[src/rtl/core/rmbs_pkg.sv]
// types and constants of the rate monotonic background scheduler
package rmbs_pkg;

    localparam int TASKS_MAX = 4;
    localparam int CFG_IDX_W = 3;
    localparam int CFG_DATA_W = 16;
    localparam int COMPUTE_W = 8;
    localparam int PERIOD_W = 16;
    localparam int REMAIN_W = 16;
    localparam int UNITS_W = 8;
    localparam int WAIT_OUT_W = 16;
    localparam int TICK_OUT_W = 16;
    localparam int TDATA_OUT_W = 40;

    // register indexes
    localparam logic [CFG_IDX_W-1:0] REG_COMPUTE0 = 3'd0;
    localparam logic [CFG_IDX_W-1:0] REG_COMPUTE3 = 3'd3;
    localparam logic [CFG_IDX_W-1:0] REG_PERIOD0 = 3'd4;
    localparam logic [CFG_IDX_W-1:0] REG_PERIOD3 = 3'd7;

    // run kinds
    localparam logic [1:0] KIND_PERIODIC = 2'd0;
    localparam logic [1:0] KIND_APERIODIC = 2'd1;
    localparam logic [1:0] KIND_IDLE = 2'd2;

    // periodic unit's verdict for the current tick
    typedef struct packed {
        logic                 found;
        logic [1:0]           task_idx;
        logic [TASKS_MAX-1:0] miss;
    } t_per_sel;

    typedef struct packed {
        logic [TICK_OUT_W-1:0] tick_now;
        logic                  ap_dropped;
        logic [TASKS_MAX-1:0]  miss_mask;
        logic [WAIT_OUT_W-1:0] ap_wait;
        logic [1:0]            run_task;
    } t_result_data;

    typedef struct packed {
        logic [1:0]   run_kind;
        t_result_data data;
    } t_result;

endpackage

[src/rtl/core/rmbs_periodic.sv]
// periodic task registers, release counters and rate monotonic pick
module rmbs_periodic #(
    parameter int NUM_TASKS = 4
) (
    input  logic                              i_clk,
    input  logic                              i_rst_n,
    input  logic                              i_cfg_we,
    input  logic [rmbs_pkg::CFG_IDX_W-1:0]    i_cfg_index,
    input  logic [rmbs_pkg::CFG_DATA_W-1:0]   i_cfg_data,
    input  logic                              i_step,
    output rmbs_pkg::t_per_sel                o_sel
);
    import rmbs_pkg::*;

    logic [COMPUTE_W-1:0] r_compute [TASKS_MAX];
    logic [PERIOD_W-1:0]  r_period  [TASKS_MAX];
    logic [PERIOD_W-1:0]  r_phase   [NUM_TASKS];
    logic [REMAIN_W-1:0]  r_remain  [NUM_TASKS];
    logic [PERIOD_W-1:0]  n_phase   [NUM_TASKS];
    logic [REMAIN_W-1:0]  n_remain  [NUM_TASKS];
    logic [REMAIN_W-1:0]  rel_remain [NUM_TASKS];
    logic [PERIOD_W-1:0]  eff_period [NUM_TASKS];
    logic [TASKS_MAX-1:0] miss;
    logic                 found;
    logic [1:0]           best;
    logic [PERIOD_W-1:0]  best_period;

    always_ff @(posedge i_clk) begin
        if (!i_rst_n) begin
            for (int t = 0; t < TASKS_MAX; t++) begin
                r_compute[t] <= '0;
                r_period[t]  <= PERIOD_W'(1);
            end
        end else if (i_cfg_we) begin
            if (i_cfg_index inside {[REG_COMPUTE0:REG_COMPUTE3]}) begin
                r_compute[i_cfg_index[1:0]] <= i_cfg_data[COMPUTE_W-1:0];
            end else if (i_cfg_index inside {[REG_PERIOD0:REG_PERIOD3]}) begin
                r_period[i_cfg_index[1:0]] <= i_cfg_data[PERIOD_W-1:0];
            end
        end
    end

    // releases, miss flags, phase advance
    always_comb begin
        logic                release_now;
        logic [REMAIN_W:0]   sum;
        logic [PERIOD_W:0]   phase_inc;
        miss = '0;
        for (int t = 0; t < NUM_TASKS; t++) begin
            eff_period[t] = (r_period[t] == '0) ? PERIOD_W'(1) : r_period[t];
            release_now = (r_phase[t] == '0) && (r_compute[t] != '0);
            miss[t] = release_now && (r_remain[t] != '0);
            sum = {1'b0, r_remain[t]} + (REMAIN_W+1)'(r_compute[t]);
            if (release_now) begin
                rel_remain[t] = sum[REMAIN_W] ? '1 : sum[REMAIN_W-1:0];
            end else begin
                rel_remain[t] = r_remain[t];
            end
            phase_inc = {1'b0, r_phase[t]} + (PERIOD_W+1)'(1);
            n_phase[t] = (phase_inc >= {1'b0, eff_period[t]}) ? '0
                                                               : phase_inc[PERIOD_W-1:0];
        end
    end

    // shortest period first, lower index wins ties
    always_comb begin
        found = 1'b0;
        best = '0;
        best_period = '0;
        for (int t = 0; t < NUM_TASKS; t++) begin
            if (rel_remain[t] != '0 && (!found || eff_period[t] < best_period)) begin
                found = 1'b1;
                best = 2'(t);
                best_period = eff_period[t];
            end
        end
        for (int t = 0; t < NUM_TASKS; t++) begin
            n_remain[t] = rel_remain[t] - REMAIN_W'(found && best == 2'(t));
        end
    end

    always_ff @(posedge i_clk) begin
        if (!i_rst_n) begin
            for (int t = 0; t < NUM_TASKS; t++) begin
                r_phase[t]  <= '0;
                r_remain[t] <= '0;
            end
        end else if (i_step) begin
            for (int t = 0; t < NUM_TASKS; t++) begin
                r_phase[t]  <= n_phase[t];
                r_remain[t] <= n_remain[t];
            end
        end
    end

    assign o_sel.found    = found;
    assign o_sel.task_idx = best;
    assign o_sel.miss     = miss;

endmodule

[src/rtl/core/rate_monotonic_background_scheduler.sv]
// rate monotonic scheduler top level with background aperiodic queue
//
//  channel   | direction | beat contents
//  s_axis    | in        | tuser: ap_arrive ; tdata: ap_units
//  m_axis    | out       | tuser: run_kind ; tdata: run_task, ap_wait, miss_mask,
//            |           |        ap_dropped, tick_now
//  cfg       | in        | index 0..3 compute_task0..3, 4..7 period_task0..3
//
// one tick per cycle while input is ready: a beat is decided in the cycle it is accepted and is
// registered into the output register, or into the skid entry while the output is stalled.
// a two-entry output (register plus skid) keeps input ready while one result waits.
// reset (synchronous, active low) clears tick, phases, pending work and queue
// pointers; the queue memory itself is not cleared and needs no clearing pass.
// cfg is always ready and takes effect on the next tick.
module rate_monotonic_background_scheduler #(
    parameter int NUM_TASKS      = 4,
    parameter int AP_QUEUE_DEPTH = 8,
    parameter int TICK_BITS      = 16
) (
    input  logic                                i_clk,
    input  logic                                i_rst_n,
    input  logic                                i_s_axis_tvalid,
    output logic                                o_s_axis_tready,
    input  logic [7:0]                          i_s_axis_tdata,  // [7:0] ap_units
    input  logic [0:0]                          i_s_axis_tuser,  // [0] ap_arrive
    output logic                                o_m_axis_tvalid,
    input  logic                                i_m_axis_tready,
    // [1:0] run_task, [17:2] ap_wait, [21:18] miss_mask, [22] ap_dropped,
    // [38:23] tick_now, [39] zero
    output logic [rmbs_pkg::TDATA_OUT_W-1:0]    o_m_axis_tdata,
    output logic [1:0]                          o_m_axis_tuser,  // [1:0] run_kind
    input  logic                                i_cfg_valid,
    output logic                                o_cfg_ready,
    input  logic [rmbs_pkg::CFG_IDX_W-1:0]      i_cfg_index,
    input  logic [rmbs_pkg::CFG_DATA_W-1:0]     i_cfg_data
);
    import rmbs_pkg::*;

    localparam int PTR_W  = $clog2(AP_QUEUE_DEPTH);
    localparam int CNT_W  = $clog2(AP_QUEUE_DEPTH + 1);
    localparam int WIDE_W = (TICK_BITS > WAIT_OUT_W) ? TICK_BITS : WAIT_OUT_W;

    logic                 accept;
    logic [UNITS_W-1:0]   in_units;
    logic                 in_job;
    t_per_sel             per_sel;

    logic [TICK_BITS-1:0] r_tick;
    logic [PTR_W-1:0]     r_head;
    logic [PTR_W-1:0]     r_tail;
    logic [CNT_W-1:0]     r_count;
    logic [TICK_BITS-1:0] r_head_tick;
    logic [UNITS_W-1:0]   r_head_rem;
    logic [TICK_BITS-1:0] mem_tick  [AP_QUEUE_DEPTH];
    logic [UNITS_W-1:0]   mem_units [AP_QUEUE_DEPTH];

    logic                 q_full;
    logic                 push;
    logic                 dropped;
    logic [CNT_W-1:0]     cnt_push;
    logic                 hv_byp;
    logic [TICK_BITS-1:0] hv_tick;
    logic [UNITS_W-1:0]   hv_rem;
    logic [UNITS_W-1:0]   rem_dec;
    logic                 ap_sel;
    logic                 serve;
    logic                 pop;
    logic                 next_from_input;
    logic [PTR_W-1:0]     head_nxt;
    logic [PTR_W-1:0]     tail_nxt;
    logic [TICK_BITS-1:0] diff;
    logic [WIDE_W-1:0]    diff_wide;
    logic [WIDE_W-1:0]    tick_wide;
    t_result              result;

    logic                 r_out_valid;
    t_result              r_out;
    logic                 r_skid_valid;
    t_result              r_skid;

    assign o_cfg_ready     = 1'b1;
    assign o_s_axis_tready = !r_skid_valid;
    assign accept          = i_s_axis_tvalid && o_s_axis_tready;
    assign in_units        = i_s_axis_tdata;
    assign in_job          = i_s_axis_tuser[0] && (in_units != '0);

    rmbs_periodic #(
        .NUM_TASKS (NUM_TASKS)
    ) u_periodic (
        .i_clk       (i_clk),
        .i_rst_n     (i_rst_n),
        .i_cfg_we    (i_cfg_valid && o_cfg_ready),
        .i_cfg_index (i_cfg_index),
        .i_cfg_data  (i_cfg_data),
        .i_step      (accept),
        .o_sel       (per_sel)
    );

    // queue bookkeeping; head entry lives in r_head_tick/r_head_rem
    assign q_full   = (r_count == CNT_W'(AP_QUEUE_DEPTH));
    assign push     = accept && in_job && !q_full;
    assign dropped  = in_job && q_full;
    assign cnt_push = r_count + CNT_W'(in_job && !q_full);
    assign hv_byp   = (r_count == '0);
    assign hv_tick  = hv_byp ? r_tick : r_head_tick;
    assign hv_rem   = hv_byp ? in_units : r_head_rem;
    assign rem_dec  = hv_rem - UNITS_W'(1);
    assign ap_sel   = !per_sel.found && (cnt_push != '0);
    assign serve    = accept && ap_sel;
    assign pop      = serve && (rem_dec == '0);
    // next head is the job written this very tick
    assign next_from_input = in_job && (r_count == CNT_W'(1));
    assign head_nxt = (r_head == PTR_W'(AP_QUEUE_DEPTH - 1)) ? '0 : r_head + PTR_W'(1);
    assign tail_nxt = (r_tail == PTR_W'(AP_QUEUE_DEPTH - 1)) ? '0 : r_tail + PTR_W'(1);

    always_ff @(posedge i_clk) begin
        if (push) begin
            mem_tick[r_tail]  <= r_tick;
            mem_units[r_tail] <= in_units;
        end
    end

    always_ff @(posedge i_clk) begin
        if (accept) begin
            if (pop) begin
                if (next_from_input) begin
                    r_head_tick <= r_tick;
                    r_head_rem  <= in_units;
                end else begin
                    r_head_tick <= mem_tick[head_nxt];
                    r_head_rem  <= mem_units[head_nxt];
                end
            end else begin
                r_head_tick <= hv_tick;
                r_head_rem  <= serve ? rem_dec : hv_rem;
            end
        end
    end

    always_ff @(posedge i_clk) begin
        if (!i_rst_n) begin
            r_tick  <= '0;
            r_head  <= '0;
            r_tail  <= '0;
            r_count <= '0;
        end else if (accept) begin
            r_tick  <= r_tick + TICK_BITS'(1);
            r_count <= cnt_push - CNT_W'(pop);
            if (push) begin
                r_tail <= tail_nxt;
            end
            if (pop) begin
                r_head <= head_nxt;
            end
        end
    end

    assign diff      = r_tick - hv_tick;
    assign diff_wide = WIDE_W'(diff);
    assign tick_wide = WIDE_W'(r_tick);

    always_comb begin
        result = '0;
        result.data.tick_now   = tick_wide[TICK_OUT_W-1:0];
        result.data.ap_dropped = dropped;
        result.data.miss_mask  = per_sel.miss;
        if (per_sel.found) begin
            result.run_kind      = KIND_PERIODIC;
            result.data.run_task = per_sel.task_idx;
        end else if (ap_sel) begin
            result.run_kind     = KIND_APERIODIC;
            result.data.ap_wait = (diff_wide > WIDE_W'({WAIT_OUT_W{1'b1}}))
                                  ? '1 : diff_wide[WAIT_OUT_W-1:0];
        end else begin
            result.run_kind = KIND_IDLE;
        end
    end

    // output register with skid entry
    always_ff @(posedge i_clk) begin
        if (!i_rst_n) begin
            r_out_valid  <= 1'b0;
            r_skid_valid <= 1'b0;
        end else if (!r_out_valid || i_m_axis_tready) begin
            if (r_skid_valid) begin
                r_out_valid  <= 1'b1;
                r_skid_valid <= 1'b0;
            end else begin
                r_out_valid <= accept;
            end
        end else if (accept) begin
            r_skid_valid <= 1'b1;
        end
    end

    always_ff @(posedge i_clk) begin
        if (!r_out_valid || i_m_axis_tready) begin
            r_out <= r_skid_valid ? r_skid : result;
        end else if (accept) begin
            r_skid <= result;
        end
    end

    assign o_m_axis_tvalid = r_out_valid;
    assign o_m_axis_tuser  = r_out.run_kind;
    assign o_m_axis_tdata  = TDATA_OUT_W'(r_out.data);

endmodule

[config.mk]
export PLATFORM = sky130hd
export DESIGN_NAME = rate_monotonic_background_scheduler
export DESIGN_NICKNAME = d
export VERILOG_FILES = /design/src/rtl/core/rmbs_pkg.sv /design/src/rtl/core/rmbs_periodic.sv /design/src/rtl/core/rate_monotonic_background_scheduler.sv
export SDC_FILE = /design/constraint.sdc
export NUM_CORES = 1
export LEC_CHECK = 0
export ABC_AREA = 1
export BUFFER_PORTS_ARGS = -buffer_cell sky130_fd_sc_hd__buf_2
export CAP_MARGIN = 15
export CELL_PAD_IN_SITES_DETAIL_PLACEMENT = 1
export CELL_PAD_IN_SITES_GLOBAL_PLACEMENT = 1
export CORE_ASPECT_RATIO = 1.4
export CORE_MARGIN = 5
export CORE_UTILIZATION = 30
export DETAILED_ROUTE_END_ITERATION = 10
export PLACE_DENSITY_LB_ADDON = 0.3
export SLEW_MARGIN = 20
export SYNTH_ARGS = -nofsm -noshare
export SYNTH_HDL_FRONTEND = slang
export SYNTH_SLANG_ARGS = --single-unit
[constraint.sdc]
create_clock -name i_clk -period 21 [get_ports i_clk]
set_input_delay 4.2 -clock i_clk [delete_from_list [all_inputs] [get_ports i_clk]]
set_output_delay 4.2 -clock i_clk [all_outputs]
set_load 0.005 [all_outputs]
Word-level counts from Yosys, hierarchy flattened. Memory sizes are Yosys's and may differ from the RTL's. Cells that the tools add are included.

Memories: 6. ROM bits: 0. RAM bits: 416. Bits in latches: 0. Output and inout port bits: 45. Register bits after elaboration: 134. Word-level logic and storage cells: 215.

Memory list: mem_tick (words 8, bits a word 16, read ports 1, clocked after memory_dff 0, wr ports 1, line rate_monotonic_background_scheduler.sv:54) `logic [TICK_BITS-1:0] mem_tick [AP_QUEUE_DEPTH];`; mem_units (words 8, bits a word 8, read ports 1, clocked after memory_dff 0, wr ports 1, line rate_monotonic_background_scheduler.sv:55) `logic [UNITS_W-1:0] mem_units [AP_QUEUE_DEPTH];`; u_periodic.r_period (words 4, bits a word 16, read ports 4, clocked after memory_dff 0, wr ports 4, line rmbs_periodic.sv:16) `logic [PERIOD_W-1:0] r_period [TASKS_MAX];`; u_periodic.r_phase (words 4, bits a word 16, read ports 4, clocked after memory_dff 0, wr ports 4, line rmbs_periodic.sv:17) `logic [PERIOD_W-1:0] r_phase [NUM_TASKS];`; u_periodic.r_remain (words 4, bits a word 16, read ports 4, clocked after memory_dff 0, wr ports 4, line rmbs_periodic.sv:18) `logic [REMAIN_W-1:0] r_remain [NUM_TASKS];`; u_periodic.r_compute (words 4, bits a word 8, read ports 4, clocked after memory_dff 0, wr ports 4, line rmbs_periodic.sv:15) `logic [COMPUTE_W-1:0] r_compute [TASKS_MAX];`.

Equal/unequal tests: 7. $mul: 0. Add/sub/neg operators: 19. Div/mod/pow operators: 0. Mux-type cells: 72. Shift operators: 0. Reductions and logical operators: 69. $lt $le $gt $ge: 12. Bitwise gates (word level): 10.

Operator list (count): 16-bit 2-to-1 mux (34); 16-bit zero test (8); 16-bit nonzero test (8); 16-bit by 1-bit adder with 17-bit output, second input constant (4); 16-bit by 8-bit adder with 17-bit output (4); 17-bit by 16-bit greater-or-equal comparator with 1-bit output (4); 16-bit by 1-bit subtractor with 16-bit output (4); 16-bit less-than comparator (3); 41-bit 2-to-1 mux (1); 8-bit 2-to-1 mux (5); 8-bit nonzero test (5); 1-bit logical AND (27); 1-bit 2-to-1 mux (23); 16-bit by 1-bit adder with 16-bit output, second input constant (1); 16-bit greater-than comparator, second input constant (1); 16-bit OR reduction (1); 16-bit subtractor (1); 2-bit 2-to-1 mux (7); 8-bit zero test (1); 1-bit bitwise OR (8); 8-bit OR reduction (1); 8-bit by 1-bit subtractor with 8-bit output, second input constant (1); 1-bit zero test (7); 3-bit by 1-bit adder with 3-bit output, second input constant (2); other kinds (19) (28).

Logic depth before layout (Yosys ltp). An unclocked memory read counts as a cell.

Depth in word-level cells: 23. Mapped depth: 70. Gate-level depth less buffers: 67.

Hierarchy. A second synthesis with hierarchy kept.

Cells, all modules: 3653. Area, all modules: 31911.9 µm².

By module, submodules not included: rmbs_periodic (times used 1, area an instance 17406.7 µm², cells each 2300, sequential area each 6726.5 µm²); rate_monotonic_background_scheduler (times used 1, area an instance 14505.2 µm², cells each 1353, sequential area each 9509.1 µm²).

Worst setup path after synthesis. OpenSTA, ideal clock, no wires.

Path type: in2reg. Start point: in i_s_axis_tvalid. End point: mem u_periodic.r_phase[0][0] (enable). Slack: 11.930 ns. Path buffers: 1. Data arrival time: 8.576 ns. Cell stages on the path: 5. Library setup time: 0.494 ns. Data required time: 20.506 ns. Cells stage by stage: inv_1 > nor2_1 > inv_1 > clkbuf_1 > nand2_1.

RTL lines: start: declaration (line rate_monotonic_background_scheduler.sv:22) `input logic i_s_axis_tvalid,`; end: declaration (line rmbs_periodic.sv:17).

==> results.toml <==
[floorplan]
fp.dieW_um = 283
core_area_um2 = 104000
ios = 78
rows = 140
dieArea_um2 = 111000
die_h_um = 392
initial_core_util = 0.302

[sta]
setup-violations-final = 0
timing.final.max_slew_violations = 0
finalHoldViolCount = 0
tightest_slew_ps = 1120
setup_ws_ps = 12010
fmaxAchievable_ghz = 0.111
tns_ps = 0
min_period_over_period = 0.428
rsz0062_at_grt = "no"
slew_headroom = 0.250
period_minus_slack_ps = 8990
skew_ps = 20.2

[route]
firstDrtPassIters = 5
met2_wirelength_mm = 50.6
antenna_left = 0
drtIter0Drc = 1315
wl_met1_mm = 40.0
drcViolationCount = 0
vias_per_cell = 5.01
wl_met3_mm = 2.66
top_layer = "met4"
vias = 24700
wl_per_cell_um = 19.3
totalWireLength_mm = 94.8

[final_layout]
multiInputGateArea_um2 = 12800
seq_area_um2 = 16200
final_area_um2 = 35300
synthToLayoutAreaGrowth_pct = 12.6
n_fill_cell = 12100
layout-drive-gt1-share = 0.0783
nets = 3742
instances_no_fill = 4923
n_antenna_cell = 0

[critical_path]
required_ps = 21410
cp_common_cell = "nand2_1"
path_class = "register to register"
cp_slowest_cell = "o21ai_0"
reg2reg_depth = 55
cp.arrival_ps = 9400
worstSetupEndpointType = "register"
r2r-start = "u_periodic.r_compute[0][0]"
critPathLaunchType = "register"
max_stage_delay_ps = 500
rr_endpoint = "u_periodic.r_remain[0][14]"
reg2reg_slack_ps = 12010
crit_fanout = 35

[clocking]
insertion_delay_ps = 650
cts_buffers = 61
path_clk_slew_ps = 70
cts_root_buf = "clkbuf_16"
hold_buffers = 0
htree_levels = 2
clock_path_buffers = 3
cts_resized = 0
post_cts_buffers = 0
cts_tree = "done"
clkSinkCount = 550

[yosys]
synthAdderAreaFrac = 0.0762
synth_flop_cell = "edfxtp_1"
synth_area_um2 = 31300
syn_nets = 3717
synth-simple-area-share = 0.202
synthCells = 3496
synth_top_family_by_area = "simple AND/OR/NAND/NOR gates"
synth_mux_area_frac = 0.00160
synth-seq-cells = 550
synth_warnings = 0
synth_cell_type_count = 54
synth.yosys.seq_area_share = 0.518
synth_xor_area_frac = 0.0221
synth_edf_count = 522
postSynthAreaPerCell_um2 = 8.97
synth_compound_area_frac = 0.103
async_reset_ff_frac = 0

[global_route]
grt_max_degree = 97
overflow = 0
grt_pass1_vias = 26200
antenna_found_initial = 2
grt_pass1_wl_mm = 148
grt.total_usage = 0.166

[flow_run]
cap_violations = 0

[pwr]
finalPower_w = 0.00288
ir_drop_mv = 0.0693
p_leak_nw = 14.5
p_per_area_nw_per_um2 = 81.6

[place]
gp_congestion = 0.816
placed_cell_area_um2 = 33100
dp_cells = 4807
post-place-ws_ps = 11940
io_buffers = 75
dpl.hpwl_mm = 66.3

[status]
status = "finished clean"

[min_path]
min_from = "r_head[1]"
min_path_cells = 2
worstHoldPathType = "register to register"
hold_path_end = "r_head[1]"
how the worst max path moves through the flow:
| stage | endpoint | cells past startpoint | from |
|---|---|---|---|
| 2_1_floorplan | u_periodic.r_phase[0][0] | 5 | i_s_axis_tvalid |
| 3_3_place_gp | u_periodic.r_remain[0][14] | 55 | u_periodic.r_compute[0][0] |
| 3_5_place_dp | u_periodic.r_remain[0][14] | 55 | u_periodic.r_remain[0][0] |
| 4_1_cts | u_periodic.r_remain[0][14] | 55 | u_periodic.r_compute[0][0] |
| 5_1_grt | u_periodic.r_remain[0][14] | 57 | u_periodic.r_compute[0][0] |
| 6_report | u_periodic.r_remain[0][14] | 55 | u_periodic.r_compute[0][0] |
stage by stage:
step	hold slack, ps	util
after floorplan	475	-
after global placement	489	0.319
after detailed placement	507	0.319
after CTS	516	0.340
after global routing	545	0.340
final	522	0.340
layer usage:
metal  track usage  vias up
li1              -    12000
met1         0.196    12300
met2         0.325      292
met3        0.0192      105
met4        0.0325        0
met5             0        -
Yosys cell counts (4+ instances only):
library cell / number / area [um2]
a211oi_1: 14 / 105
a21oi_1: 169 / 846
a31oi_1: 9 / 56.3
a41oi_1: 4 / 35.0
and3_1: 5 / 31.3
buf_2: 4 / 20.0
clkbuf_1: 128 / 480
clkinv_1: 5 / 18.8
dfxtp_1: 28 / 561
edfxtp_1: 522 / 15700
fa_1: 5 / 100
ha_1: 183 / 2290
inv_1: 494 / 1850
mux2i_1: 5 / 50.1
nand2_1: 564 / 2120
nand2_2: 12 / 75.1
nand3_1: 138 / 691
nand3b_1: 11 / 82.6
nand4_1: 50 / 313
nor2_1: 484 / 1820
nor2_2: 9 / 56.3
nor2_4: 7 / 78.8
nor3_1: 88 / 440
nor3b_1: 6 / 45.0
nor4_1: 61 / 382
o211ai_1: 23 / 173
o21a_1: 9 / 67.6
o21ai_0: 255 / 1280
o21ai_1: 5 / 25.0
o21bai_1: 6 / 45.0
o221ai_1: 30 / 263
o22ai_1: 31 / 194
or2_2: 20 / 125
xnor2_1: 21 / 184
xor2_1: 58 / 508
placed cells by master, fill, tap and decap left out, drive strengths merged, types with 21 or more instances in the layout:
cell type  synthesis  routed
nor3              89      89
clkbuf           128      74
xor2              58      58
ha               183     183
nand3            139     139
dfxtp             28      28
edfxtp           522     522
nand2            579     579
a21oi            169     169
nor4              61      61
o221ai            30      30
o22ai             31      31
nor2             500     500
clkinv             5      29
buf               10     100
o211ai            23      23
o21ai            260     260
xnor2             21      21
inv              496     498
nand4             50      50
cell type report:
| cell class | count | share of cell area |
|---|---|---|
| flip-flops and latches | 550 | 0.460 |
| well taps | 1349 | 0.0478 |
| inverters | 501 | 0.0533 |
| clock inverters | 42 | 0.0149 |
| clock buffers | 74 | 0.0458 |
| multi-input cells | 2307 | 0.362 |
| repair buffers | 100 | 0.0160 |
power breakdown:
part | total [W] | switching (W) | internal, W
clock | 0.00116 | 0.000483 | 0.000676
sequential | 0.00130 | 0.0000427 | 0.00126
combinational | 0.000423 | 0.000283 | 0.000140
logic make-up (layout without fill, tap and decap cells):
family	Yosys count	count (layout)
DFF	550	550
adders and majority gates	188	188
xor gates and xnor gates	79	79
buffers and inverters	639	717
other	2	2
muxes	5	5
AOI/OAI and AO/OA	570	570
and+or+nand+nor	1463	1463
sequential cells by signal, indices dropped and copies added (netlist names):
name and flops:
mem_tick 128, mem_units 64, o_m_axis_tdata 39, o_m_axis_tuser 2
o_m_axis_tvalid 1, r_count 4, r_head 3, r_head_rem 8
r_head_tick 16, r_skid 41, r_skid_valid 1, r_tail 3
r_tick 16, u_periodic.r_compute 32, u_periodic.r_period 64, u_periodic.r_phase 64
u_periodic.r_remain 64
worst max-delay path, delay by kind of cell (launching register included):
| family | cells | cell delay [ps] |
|---|---|---|
| AO/OA/AOI/OAI | 10 | 1790 |
| adder cells (fa/ha/maj) | 7 | 1950 |
| buffers and inverters | 3 | 240 |
| flip-flops | 1 | 390 |
| AND/OR/NAND/NOR | 35 | 4300 |
No activity file was read; power rests on OpenSTA's default activity.
